## src/hdl/dmanq_pkg.sv

```systemverilog
// Shared types, widths, register indexes and reset values for the dual
// moving average note quantizer. No dependencies.
package dmanq_pkg;

  localparam int WINDOW_DEF    = 50;
  localparam int NUM_NOTES_DEF = 4;

  localparam int SAMPLE_W   = 10;
  localparam int SUM_W      = 16;
  localparam int NOTE_W     = 7;
  localparam int NOTE_REGS  = 4;
  localparam int CFG_IDX_W  = 3;
  localparam int CFG_DATA_W = 10;

  typedef enum logic [CFG_IDX_W-1:0] {
    REG_RANGE_START = 3'd0,
    REG_RANGE_END   = 3'd1,
    REG_TRANSPOSE   = 3'd2,
    REG_NOTE_ZERO   = 3'd3,
    REG_NOTE_ONE    = 3'd4,
    REG_NOTE_TWO    = 3'd5,
    REG_NOTE_THREE  = 3'd6
  } cfg_reg_t;

  localparam logic [SAMPLE_W-1:0] RANGE_START_RST = 10'd120;
  localparam logic [SAMPLE_W-1:0] RANGE_END_RST   = 10'd590;
  localparam logic [NOTE_W-1:0]   TRANSPOSE_RST   = 7'd0;
  localparam logic [NOTE_W-1:0]   NOTE_ZERO_RST   = 7'd71;
  localparam logic [NOTE_W-1:0]   NOTE_ONE_RST    = 7'd68;
  localparam logic [NOTE_W-1:0]   NOTE_TWO_RST    = 7'd62;
  localparam logic [NOTE_W-1:0]   NOTE_THREE_RST  = 7'd59;

  typedef struct packed {
    logic [SAMPLE_W-1:0]                range_start;
    logic [SAMPLE_W-1:0]                range_end;
    logic signed [NOTE_W-1:0]           transpose;
    logic [NOTE_REGS-1:0][NOTE_W-1:0]   notes;
  } cfg_t;

endpackage

```

## src/hdl/dual_moving_average_note_quantizer_unit.sv

```systemverilog
// Dual moving average note quantizer, top level.
// Throughput 1 item per cycle unless out_ready stalls the output, set by the single
// read and single write port of each channel's sample ring.
// Reset: synchronous; clears pipeline valids, ring valid bits, totals and slot,
// and loads the register defaults at once. No clearing pass is needed.
// Depends on dmanq_pkg, dmanq_chan, dmanq_avg and dmanq_quant.
module dual_moving_average_note_quantizer_unit #(
  parameter int WINDOW    = dmanq_pkg::WINDOW_DEF,
  parameter int NUM_NOTES = dmanq_pkg::NUM_NOTES_DEF
) (
  input  logic                             clk,
  input  logic                             rst,
  input  logic                             cfg_we,
  input  logic [dmanq_pkg::CFG_IDX_W-1:0]  cfg_index,
  input  logic [dmanq_pkg::CFG_DATA_W-1:0] cfg_data,
  input  logic                             in_valid,
  output logic                             in_ready,
  input  logic [dmanq_pkg::SAMPLE_W-1:0]   sample_a,
  input  logic [dmanq_pkg::SAMPLE_W-1:0]   sample_b,
  output logic                             out_valid,
  input  logic                             out_ready,
  output logic [dmanq_pkg::NOTE_W-1:0]     note,
  output logic [dmanq_pkg::SAMPLE_W-1:0]   level
);

  localparam int SLOT_W  = (WINDOW > 1) ? $clog2(WINDOW) : 1;
  localparam int SUM_MAX = ((1 << dmanq_pkg::SAMPLE_W) - 1) * WINDOW;

  // Pipeline:
  //   accept -> s1 : samples and slot captured, ring entries read
  //   s1 -> s2     : ring written, running totals updated (totals are s2)
  //   s2 -> s3     : totals divided by WINDOW
  //   s3 -> out    : channel A quantized, channel B passed as level
  // Every stage moves when the one after it is empty or moving.

  dmanq_pkg::cfg_t cfg;

  logic                           accept;
  logic                           out_open;
  logic                           s3_open;
  logic                           s2_open;
  logic                           s1_open;
  logic                           s1_adv;
  logic                           s2_adv;
  logic                           s3_adv;
  logic                           s1_valid;
  logic                           s2_valid;
  logic                           s3_valid;
  logic [SLOT_W-1:0]              slot;
  logic [SLOT_W-1:0]              slot_next;
  logic [SLOT_W-1:0]              s1_slot;
  logic [dmanq_pkg::SAMPLE_W-1:0] s1_a;
  logic [dmanq_pkg::SAMPLE_W-1:0] s1_b;
  logic [dmanq_pkg::SUM_W-1:0]    sum_a;
  logic [dmanq_pkg::SUM_W-1:0]    sum_b;
  logic [dmanq_pkg::SAMPLE_W-1:0] avg_a;
  logic [dmanq_pkg::SAMPLE_W-1:0] avg_b;

  // Configuration registers; an index past the list writes nothing.
  always_ff @(posedge clk) begin
    if (rst) begin
      cfg.range_start <= dmanq_pkg::RANGE_START_RST;
      cfg.range_end   <= dmanq_pkg::RANGE_END_RST;
      cfg.transpose   <= dmanq_pkg::TRANSPOSE_RST;
      cfg.notes[0]    <= dmanq_pkg::NOTE_ZERO_RST;
      cfg.notes[1]    <= dmanq_pkg::NOTE_ONE_RST;
      cfg.notes[2]    <= dmanq_pkg::NOTE_TWO_RST;
      cfg.notes[3]    <= dmanq_pkg::NOTE_THREE_RST;
    end else if (cfg_we) begin
      unique case (cfg_index)
        dmanq_pkg::REG_RANGE_START: cfg.range_start <= cfg_data;
        dmanq_pkg::REG_RANGE_END:   cfg.range_end   <= cfg_data;
        dmanq_pkg::REG_TRANSPOSE:   cfg.transpose   <= cfg_data[dmanq_pkg::NOTE_W-1:0];
        dmanq_pkg::REG_NOTE_ZERO:   cfg.notes[0]    <= cfg_data[dmanq_pkg::NOTE_W-1:0];
        dmanq_pkg::REG_NOTE_ONE:    cfg.notes[1]    <= cfg_data[dmanq_pkg::NOTE_W-1:0];
        dmanq_pkg::REG_NOTE_TWO:    cfg.notes[2]    <= cfg_data[dmanq_pkg::NOTE_W-1:0];
        dmanq_pkg::REG_NOTE_THREE:  cfg.notes[3]    <= cfg_data[dmanq_pkg::NOTE_W-1:0];
        default: begin
        end
      endcase
    end
  end

  // Handshake and stage movement.
  assign out_open = !out_valid || out_ready;
  assign s3_open  = !s3_valid || out_open;
  assign s2_open  = !s2_valid || s3_open;
  assign s1_open  = !s1_valid || s2_open;
  assign in_ready = s1_open;
  assign accept   = in_valid && in_ready;
  assign s1_adv   = s1_valid && s2_open;
  assign s2_adv   = s2_valid && s3_open;
  assign s3_adv   = s3_valid && out_open;

  always_ff @(posedge clk) begin
    if (rst) begin
      s1_valid  <= 1'b0;
      s2_valid  <= 1'b0;
      s3_valid  <= 1'b0;
      out_valid <= 1'b0;
    end else begin
      s1_valid  <= accept || (s1_valid && !s2_open);
      s2_valid  <= s1_adv || (s2_valid && !s3_open);
      s3_valid  <= s2_adv || (s3_valid && !out_open);
      out_valid <= s3_adv || (out_valid && !out_ready);
    end
  end

  // Ring write position: advance per accepted item, wrap at WINDOW.
  assign slot_next = (slot == SLOT_W'(WINDOW - 1)) ? '0 : slot + 1'b1;

  always_ff @(posedge clk) begin
    if (rst) begin
      slot <= '0;
    end else if (accept) begin
      slot <= slot_next;
    end
  end

  // Hold the input item in s1 while its ring entries are read.
  always_ff @(posedge clk) begin
    if (accept) begin
      s1_a    <= sample_a;
      s1_b    <= sample_b;
      s1_slot <= slot;
    end
  end

  dmanq_chan #(.WINDOW(WINDOW)) u_chan_a (
    .clk     (clk),
    .rst     (rst),
    .rd_en   (accept),
    .rd_addr (slot),
    .wr_en   (s1_adv),
    .wr_addr (s1_slot),
    .wr_data (s1_a),
    .sum     (sum_a)
  );

  dmanq_chan #(.WINDOW(WINDOW)) u_chan_b (
    .clk     (clk),
    .rst     (rst),
    .rd_en   (accept),
    .rd_addr (slot),
    .wr_en   (s1_adv),
    .wr_addr (s1_slot),
    .wr_data (s1_b),
    .sum     (sum_b)
  );

  dmanq_avg #(.WINDOW(WINDOW)) u_avg_a (
    .clk (clk),
    .en  (s2_adv),
    .sum (sum_a),
    .avg (avg_a)
  );

  dmanq_avg #(.WINDOW(WINDOW)) u_avg_b (
    .clk (clk),
    .en  (s2_adv),
    .sum (sum_b),
    .avg (avg_b)
  );

  dmanq_quant #(.NUM_NOTES(NUM_NOTES)) u_quant (
    .clk   (clk),
    .cfg   (cfg),
    .en    (s3_adv),
    .value (avg_a),
    .note  (note)
  );

  // Channel B's average goes out as the level, beside the note.
  always_ff @(posedge clk) begin
    if (s3_adv) begin
      level <= avg_b;
    end
  end

  // Checks.
  a_slot_range: assert property (@(posedge clk) disable iff (rst)
    slot <= SLOT_W'(WINDOW - 1))
    else $error("ring slot beyond window");

  a_sum_bound: assert property (@(posedge clk) disable iff (rst)
    (sum_a <= dmanq_pkg::SUM_W'(SUM_MAX)) && (sum_b <= dmanq_pkg::SUM_W'(SUM_MAX)))
    else $error("running total exceeds full-scale window sum");

  a_s1_load: assert property (@(posedge clk) disable iff (rst)
    accept |=> (s1_valid && (s1_slot == $past(slot))))
    else $error("accepted item not held in s1 with its slot");

  a_full_stall: assert property (@(posedge clk) disable iff (rst)
    (s1_valid && s2_valid && s3_valid && out_valid && !out_ready) |-> !in_ready)
    else $error("input taken while every stage is stalled");

endmodule

```

## src/hdl/dmanq_chan.sv

```systemverilog
// One channel's sample ring (memory with per-entry valid bits) and its
// running total. Depends on dmanq_pkg.
module dmanq_chan #(
  parameter int WINDOW = dmanq_pkg::WINDOW_DEF
) (
  input  logic                                        clk,
  input  logic                                        rst,
  input  logic                                        rd_en,
  input  logic [((WINDOW > 1) ? $clog2(WINDOW) : 1)-1:0] rd_addr,
  input  logic                                        wr_en,
  input  logic [((WINDOW > 1) ? $clog2(WINDOW) : 1)-1:0] wr_addr,
  input  logic [dmanq_pkg::SAMPLE_W-1:0]              wr_data,
  output logic [dmanq_pkg::SUM_W-1:0]                 sum
);

  logic [dmanq_pkg::SAMPLE_W-1:0] mem [WINDOW];
  logic [WINDOW-1:0]              live;
  logic [dmanq_pkg::SAMPLE_W-1:0] mem_rd;
  logic [dmanq_pkg::SAMPLE_W-1:0] byp_data;
  logic                           rd_live;
  logic                           rd_byp;
  logic [dmanq_pkg::SAMPLE_W-1:0] old;
  logic [dmanq_pkg::SUM_W-1:0]    sum_next;

  always_ff @(posedge clk) begin
    if (wr_en) begin
      mem[wr_addr] <= wr_data;
    end
    if (rd_en) begin
      mem_rd   <= mem[rd_addr];
      byp_data <= wr_data;
    end
  end

  always_ff @(posedge clk) begin
    if (rst) begin
      live    <= '0;
      rd_live <= 1'b0;
      rd_byp  <= 1'b0;
      sum     <= '0;
    end else begin
      if (wr_en) begin
        live[wr_addr] <= 1'b1;
        sum           <= sum_next;
      end
      if (rd_en) begin
        rd_live <= live[rd_addr];
        rd_byp  <= wr_en && (wr_addr == rd_addr);
      end
    end
  end

  // never-written entries read as zero; forward a same-slot write
  assign old = rd_byp ? byp_data : (rd_live ? mem_rd : '0);

  assign sum_next = sum - dmanq_pkg::SUM_W'(old) + dmanq_pkg::SUM_W'(wr_data);

endmodule

```

## src/hdl/dmanq_avg.sv

```systemverilog
// Registered truncating divide of a running total by WINDOW, done as a
// multiply by a rounded-up reciprocal. Depends on dmanq_pkg.
module dmanq_avg #(
  parameter int WINDOW = dmanq_pkg::WINDOW_DEF
) (
  input  logic                           clk,
  input  logic                           en,
  input  logic [dmanq_pkg::SUM_W-1:0]    sum,
  output logic [dmanq_pkg::SAMPLE_W-1:0] avg
);

  localparam int DIV_SHIFT = dmanq_pkg::SUM_W + $clog2(WINDOW);
  localparam int DIV_MULT  = ((1 << DIV_SHIFT) + WINDOW - 1) / WINDOW;
  localparam int MULT_W    = dmanq_pkg::SUM_W + 2;
  localparam int PROD_W    = dmanq_pkg::SUM_W + MULT_W;

  logic [PROD_W-1:0] prod;

  assign prod = PROD_W'(sum) * PROD_W'(MULT_W'(DIV_MULT));

  always_ff @(posedge clk) begin
    if (en) begin
      avg <= prod[DIV_SHIFT +: dmanq_pkg::SAMPLE_W];
    end
  end

endmodule

```

## src/hdl/dmanq_quant.sv

```systemverilog
// Note quantizer: segment bounds derived from configuration in two register
// steps, then segment match, nearer-end rule, transpose and saturation.
// Depends on dmanq_pkg.
module dmanq_quant #(
  parameter int NUM_NOTES = dmanq_pkg::NUM_NOTES_DEF
) (
  input  logic                           clk,
  input  dmanq_pkg::cfg_t                cfg,
  input  logic                           en,
  input  logic [dmanq_pkg::SAMPLE_W-1:0] value,
  output logic [dmanq_pkg::NOTE_W-1:0]   note
);

  localparam int SW       = dmanq_pkg::SAMPLE_W;
  localparam int NW       = dmanq_pkg::NOTE_W;
  localparam int Q_SHIFT  = SW + $clog2(NUM_NOTES);
  localparam int Q_MULT   = ((1 << Q_SHIFT) + NUM_NOTES - 1) / NUM_NOTES;
  localparam int Q_MULT_W = SW + 3;
  localparam int Q_PROD_W = SW + Q_MULT_W;
  localparam int BOUND_W  = SW + 1;
  localparam int LAST     = (NUM_NOTES > dmanq_pkg::NOTE_REGS) ?
                            dmanq_pkg::NOTE_REGS - 1 : NUM_NOTES - 1;

  logic signed [SW:0]    diff;
  logic [Q_PROD_W-1:0]   prod;
  logic [SW-1:0]         seg;
  logic [SW-1:0]         seg_next;
  logic [BOUND_W-1:0]    bound      [NUM_NOTES+1];
  logic [BOUND_W-1:0]    bound_next [NUM_NOTES+1];
  logic [NUM_NOTES-1:0]  hit;
  logic [NW-1:0]         hit_note;
  logic [NW-1:0]         base;
  logic signed [SW+1:0]  d_lo;
  logic signed [SW+1:0]  d_hi;
  logic [SW:0]           a_lo;
  logic [SW:0]           a_hi;
  logic                  near_lo;
  logic signed [NW+1:0]  sum9;
  logic [NW-1:0]         note_next;

  // segment length, floor of span / NUM_NOTES, zero for an empty or reversed span
  assign diff = $signed({1'b0, cfg.range_end}) - $signed({1'b0, cfg.range_start});
  assign prod = Q_PROD_W'(diff[SW-1:0]) * Q_PROD_W'(Q_MULT_W'(Q_MULT));
  assign seg_next = diff[SW] ? '0 : prod[Q_SHIFT +: SW];

  always_comb begin
    for (int i = 0; i <= NUM_NOTES; i++) begin
      bound_next[i] = BOUND_W'(cfg.range_start) + BOUND_W'(seg * SW'(i));
    end
  end

  always_ff @(posedge clk) begin
    seg <= seg_next;
    for (int i = 0; i <= NUM_NOTES; i++) begin
      bound[i] <= bound_next[i];
    end
  end

  always_comb begin
    for (int i = 0; i < NUM_NOTES; i++) begin
      hit[i] = ({1'b0, value} >= bound[i]) && ({1'b0, value} < bound[i+1]);
    end
  end

  // first matching segment wins; segments past the note registers use the last one
  always_comb begin
    hit_note = cfg.notes[LAST];
    for (int i = NUM_NOTES - 1; i >= 0; i--) begin
      if (hit[i]) begin
        hit_note = cfg.notes[(i > dmanq_pkg::NOTE_REGS - 1) ? dmanq_pkg::NOTE_REGS - 1 : i];
      end
    end
  end

  assign d_lo = $signed({2'b00, value}) - $signed({2'b00, cfg.range_start});
  assign d_hi = $signed({2'b00, value}) - $signed({2'b00, cfg.range_end});
  assign a_lo = d_lo[SW+1] ? (SW+1)'(-d_lo) : d_lo[SW:0];
  assign a_hi = d_hi[SW+1] ? (SW+1)'(-d_hi) : d_hi[SW:0];
  assign near_lo = a_lo < a_hi;

  assign base = (|hit) ? hit_note : (near_lo ? cfg.notes[0] : cfg.notes[LAST]);

  assign sum9 = $signed({2'b00, base}) +
                $signed({{2{cfg.transpose[NW-1]}}, cfg.transpose});

  // saturate to the note range
  always_comb begin
    priority if (sum9[NW+1]) begin
      note_next = '0;
    end else if (sum9[NW]) begin
      note_next = '1;
    end else begin
      note_next = sum9[NW-1:0];
    end
  end

  always_ff @(posedge clk) begin
    if (en) begin
      note <= note_next;
    end
  end

endmodule
```

## config.mk

```make
export PLATFORM = sky130hd
export DESIGN_NAME = dual_moving_average_note_quantizer_unit
export DESIGN_NICKNAME = d
export VERILOG_FILES = /design/src/hdl/dmanq_pkg.sv /design/src/hdl/dual_moving_average_note_quantizer_unit.sv /design/src/hdl/dmanq_chan.sv /design/src/hdl/dmanq_avg.sv /design/src/hdl/dmanq_quant.sv
export SDC_FILE = /design/constraint.sdc
export NUM_CORES = 2
export LEC_CHECK = 0
export BUFFER_PORTS_ARGS = -buffer_cell sky130_fd_sc_hd__buf_2
export CORE_AREA = 2 2 335 337
export CTS_CLUSTER_SIZE = 28
export DETAILED_ROUTE_END_ITERATION = 8
export DIE_AREA = 0 0 337 339
export PLACE_DENSITY = 0.75
export SLEW_MARGIN = 20
export SYNTH_ARGS = -nofsm -noshare
export SYNTH_HDL_FRONTEND = slang
export SYNTH_SLANG_ARGS = --single-unit
```

## constraint.sdc

```tcl
create_clock -name clk -period 6.6 [get_ports clk]
set_input_delay 0.33 -clock clk [delete_from_list [all_inputs] [get_ports clk]]
set_output_delay 0.33 -clock clk [all_outputs]
set_load 0.03 [all_outputs]
```

==> impl_metrics.json <==
{
  "detailed_place.area_sq_um": 68710,
  "largest_family_of_logic_cells_by_synthesized_area": "adder cells",
  "cts_made_buffers": 138,
  "detail_route.vias_per_cell": 6.080,
  "floorplan.initialDensity": 0.5990,
  "first_global_vias": 38231,
  "final-hold-violation-count": 0,
  "routed.top_layer": "met5",
  "final_sum_of_negative_setup_slack_ns": 0,
  "synth_top_cells_by_area": "edfxtp_1 (50%), mux4_2 (12%), ha_1 (8.0%)",
  "ant_nets": 0,
  "cell_at_the_root_of_the_clock_tree": "clkbuf_16",
  "fillerInstances": 7424,
  "global_route.overflow_total": 0,
  "critical-path-top-delay-family": "compound AO/OA/AOI/OAI gates",
  "setup.reg_to_reg.worst_slack_ns": 0.49,
  "wl_met1_mm": 59.26,
  "worst_setup_hold_path_clk_slew_ns": 0.05,
  "report.final.setup_viol": 0,
  "avgSynthCellArea_sq_um": 15.32,
  "timing.critical_path.mode_cell": "a21oi_1",
  "unrepaired_setup_endpoints_after_global_routing": "false",
  "synth-edff-count": 1103,
  "synth-compound-area-share": 0.04160,
  "timing_max_transition_violations_final": 0,
  "fin_skew_ns": 0.05564,
  "timing.hold.worst_path_depth": 4,
  "die_y_microns": 339,
  "area_delta_synth_final_pct": 11.52,
  "cts_tree": "built",
  "global_route.usage.total": 0.2800,
  "wl_met2_mm": 77.85,
  "timing.hold.worst_endpoint": "cfg[5]",
  "sequential_cell_area_fraction_in_the_yosys_report": 0.5792,
  "critPathSlowestCell": "fa_1",
  "worst_pin_slew_ns": 1.122,
  "cp_data_arrival_time_ns": 6.59,
  "synth.mux.area_fraction": 0.1291,
  "ys_warns": 0,
  "powerDensity_nw_per_um2": 345.0,
  "final_area_sq_um": 73720,
  "design.portCount": 57,
  "min_period_ns": 6.106,
  "num-nets-final": 5211,
  "synth.distinct_cells": 77,
  "relSlewSlack": 0.2520,
  "vdd_ir_drop_max_mv": 0.3054,
  "dieWidth_microns": 337,
  "synth_async_sr_flop_share": 0,
  "die_area_sq_um": 114200,
  "finalWeightedCongestion": 0.8930,
  "synth.cell_area_sq_um": 66110,
  "core_area_sq_um": 110400,
  "yosys.cell_count.top_type": "edfxtp_1",
  "wl_met3_mm": 13.31,
  "setup.worst_path.end_class": "register",
  "gate_count_post_synth": 4315,
  "avgRoutedWirePerCell_microns": 25.51,
  "placement.io_buffers": 56,
  "ff2ff_path_depth": 29,
  "yosys.area_share.xor_xnor": 0.01497,
  "adder_cell_share_of_the_synthesized_area": 0.1487,
  "grt_antenna_before_repair": 13,
  "cp-start-kind": "register",
  "wire_length_of_the_first_global_routing_pass_mm": 235.1,
  "result_of_the_run": "completed",
  "postSynthNetCount": 5003,
  "fp-row-count": 122,
  "clock_tree.buffer_depth": 3,
  "yosys.area.top_type": "edfxtp_1",
  "source_of_the_worst_register_to_register_timing_path": "u_avg_a.avg[0]",
  "cp_slowest_stage_delay_ns": 0.44,
  "crit_required_ns": 7.08,
  "fin_crit_sh": 0.9252,
  "dp_hpwl_mm": 92.94,
  "numClockSinks": 1361,
  "total_leakage_power_nw": 27.72,
  "worstSetupPathType": "register to register",
  "timing.critical_path.buf_inv": 3,
  "hp-start": "cfg_index[1]",
  "post_route_cells_drive_above_1_share": 0.1788,
  "regToRegEndpoint": "u_quant.note[1]",
  "cts_htree_levels": 4,
  "synthSimpleGateAreaFrac": 0.04728,
  "detailroute.via_count": 37286,
  "firstDrtPassIters": 5,
  "routed_wirelength_mm": 156.4,
  "synth.ff_latch_count": 1361,
  "synth_cell_count_leaders": "edfxtp_1 (1,103), inv_1 (530), ha_1 (424)",
  "clk-insertion-delay-late_ns": 0.76,
  "synthFlopType": "edfxtp_1",
  "post-synth-top-area-fraction": 0.5010,
  "cp_max_fo": 9,
  "min-delay-path-class": "primary input to register",
  "max_clock_freq_mhz": 163.8,
  "drc": 0,
  "grt_start_max_net_pins": 95,
  "detail_route.iter0.violations": 3712,
  "reported_max_cap_violation_count": 0,
  "post-cts-setup-buffers": 0
}
## power breakdown
group / total (mW) / switching (mW) / internal (mW)
Clock: 7.93 / 3.36 / 4.57
Combinational: 7.66 / 4.35 / 3.31
Sequential: 9.85 / 0.238 / 9.61
## area by class of cell
type,instances,area (sq um),share of cell area
inverter,533,2002,0.02715
sequential,1361,38300,0.5196
multi-input combinational,2291,25390,0.3444
tap,1488,1862,0.02525
clock inverter,74,882.1,0.01196
timing repair buffer,198,1515,0.02055
antenna,4,10.01,0.0001358
clock buffer,184,3759,0.05098
## sequential cells by signal (all words and copies together), names as in the netlist, 6 cells and up
| signal | flops |
|---|---|
| u_chan_a.mem | 500 |
| u_chan_b.mem | 500 |
| cfg | 55 |
| u_chan_a.live | 50 |
| u_chan_b.live | 50 |
| u_quant.bound | 50 |
| u_chan_a.sum | 16 |
| u_chan_b.sum | 16 |
| level | 10 |
| s1_a | 10 |
| s1_b | 10 |
| u_avg_a.avg | 10 |
| u_avg_b.avg | 10 |
| u_chan_a.byp_data | 10 |
| u_chan_a.mem_rd | 10 |
| u_chan_b.byp_data | 10 |
| u_chan_b.mem_rd | 10 |
| u_quant.seg | 8 |
| u_quant.note | 7 |
| s1_slot | 6 |
| slot | 6 |
## layer usage
layer / GRT usage / vias up
li1: - / 16363
met1: 0.3634 / 18764
met2: 0.4648 / 1806
met3: 0.05423 / 347
met4: 0.1164 / 6
met5: 0 / -
## worst max path at each step
stage | start | end | slack [ns] | depth (start not counted)
2_1_floorplan | u_avg_a.avg[0] | u_quant.note[0] | 0.78 | 30
3_3_place_gp | u_avg_a.avg[0] | u_quant.note[4] | 0.38 | 29
3_5_place_dp | u_avg_a.avg[0] | u_quant.note[0] | 0.28 | 29
4_1_cts | u_avg_a.avg[0] | u_quant.note[0] | 0.28 | 29
5_1_grt | u_avg_a.avg[0] | u_quant.note[1] | 0.006 | 30
6_report | u_avg_a.avg[0] | u_quant.note[1] | 0.49 | 29
## tightest hold or removal path: stages
cell     delay (ns)
buf_2          0.15
nand3_1        0.13
nand2_1        0.09
a21oi_1        0.05
## through the flow
step	setup slack (ns)	hold WS (ns)	total power [mW]	std cells	utilization
6_report	0.4937	0.04904	25.43	6133	0.6680
5_1_grt	0.005923	0.06965	27.12	6129	0.6679
4_1_cts	0.2849	0.003435	25.63	6129	0.6678
3_5_place_dp	0.2771	0.4002	17.66	5836	0.6225
3_3_place_gp	0.3756	0.3959	17.51	5836	0.6225
2_1_floorplan	0.7791	0.3840	15.67	4315	-
## repair_timing
action,in CTS,in global routing
gates resized for setup,0,4
hold buffers,35,0
hold endpoints to repair,78,0
setup endpoints to repair,0,7
## cells by family after synthesis
family / after synthesis
adders and majority gates: 650
muxes: 409
DFF: 1361
AOI/OAI and AO/OA: 415
and+or+nand+nor: 704
buffers and inverters: 663
xor gates and xnor gates: 113
## placed cells by master, fill, tap and decap left out, types with 9 or more instances in the layout
cell,Yosys,layout
a211oi_1,18,18
a21o_1,49,49
a21oi_1,146,145
a22o_1,21,21
and3_1,11,11
buf_2,17,55
buf_4,8,101
bufinv_16,0,13
clkbuf_1,77,35
clkbuf_16,0,140
clkbuf_8,0,9
clkinv_1,1,19
clkinv_2,0,23
dfxtp_1,258,253
dlygate4sd3_1,0,35
edfxtp_1,1103,1103
fa_1,226,226
ha_1,424,424
inv_1,530,530
mux2_2,25,25
mux2i_1,29,29
mux4_2,352,352
nand2_1,157,156
nand2b_1,19,19
nand3_1,45,45
nand4_1,19,19
nor2_1,339,288
nor2_2,0,51
nor2b_1,25,25
nor3_1,29,29
o211ai_1,19,19
o21a_1,17,15
o21ai_0,45,45
o21bai_1,14,14
o31ai_1,13,13
or2_2,9,9
or3_1,17,17
xnor2_1,88,87
xor2_1,25,25
Power figures use the tool's default switching activity.
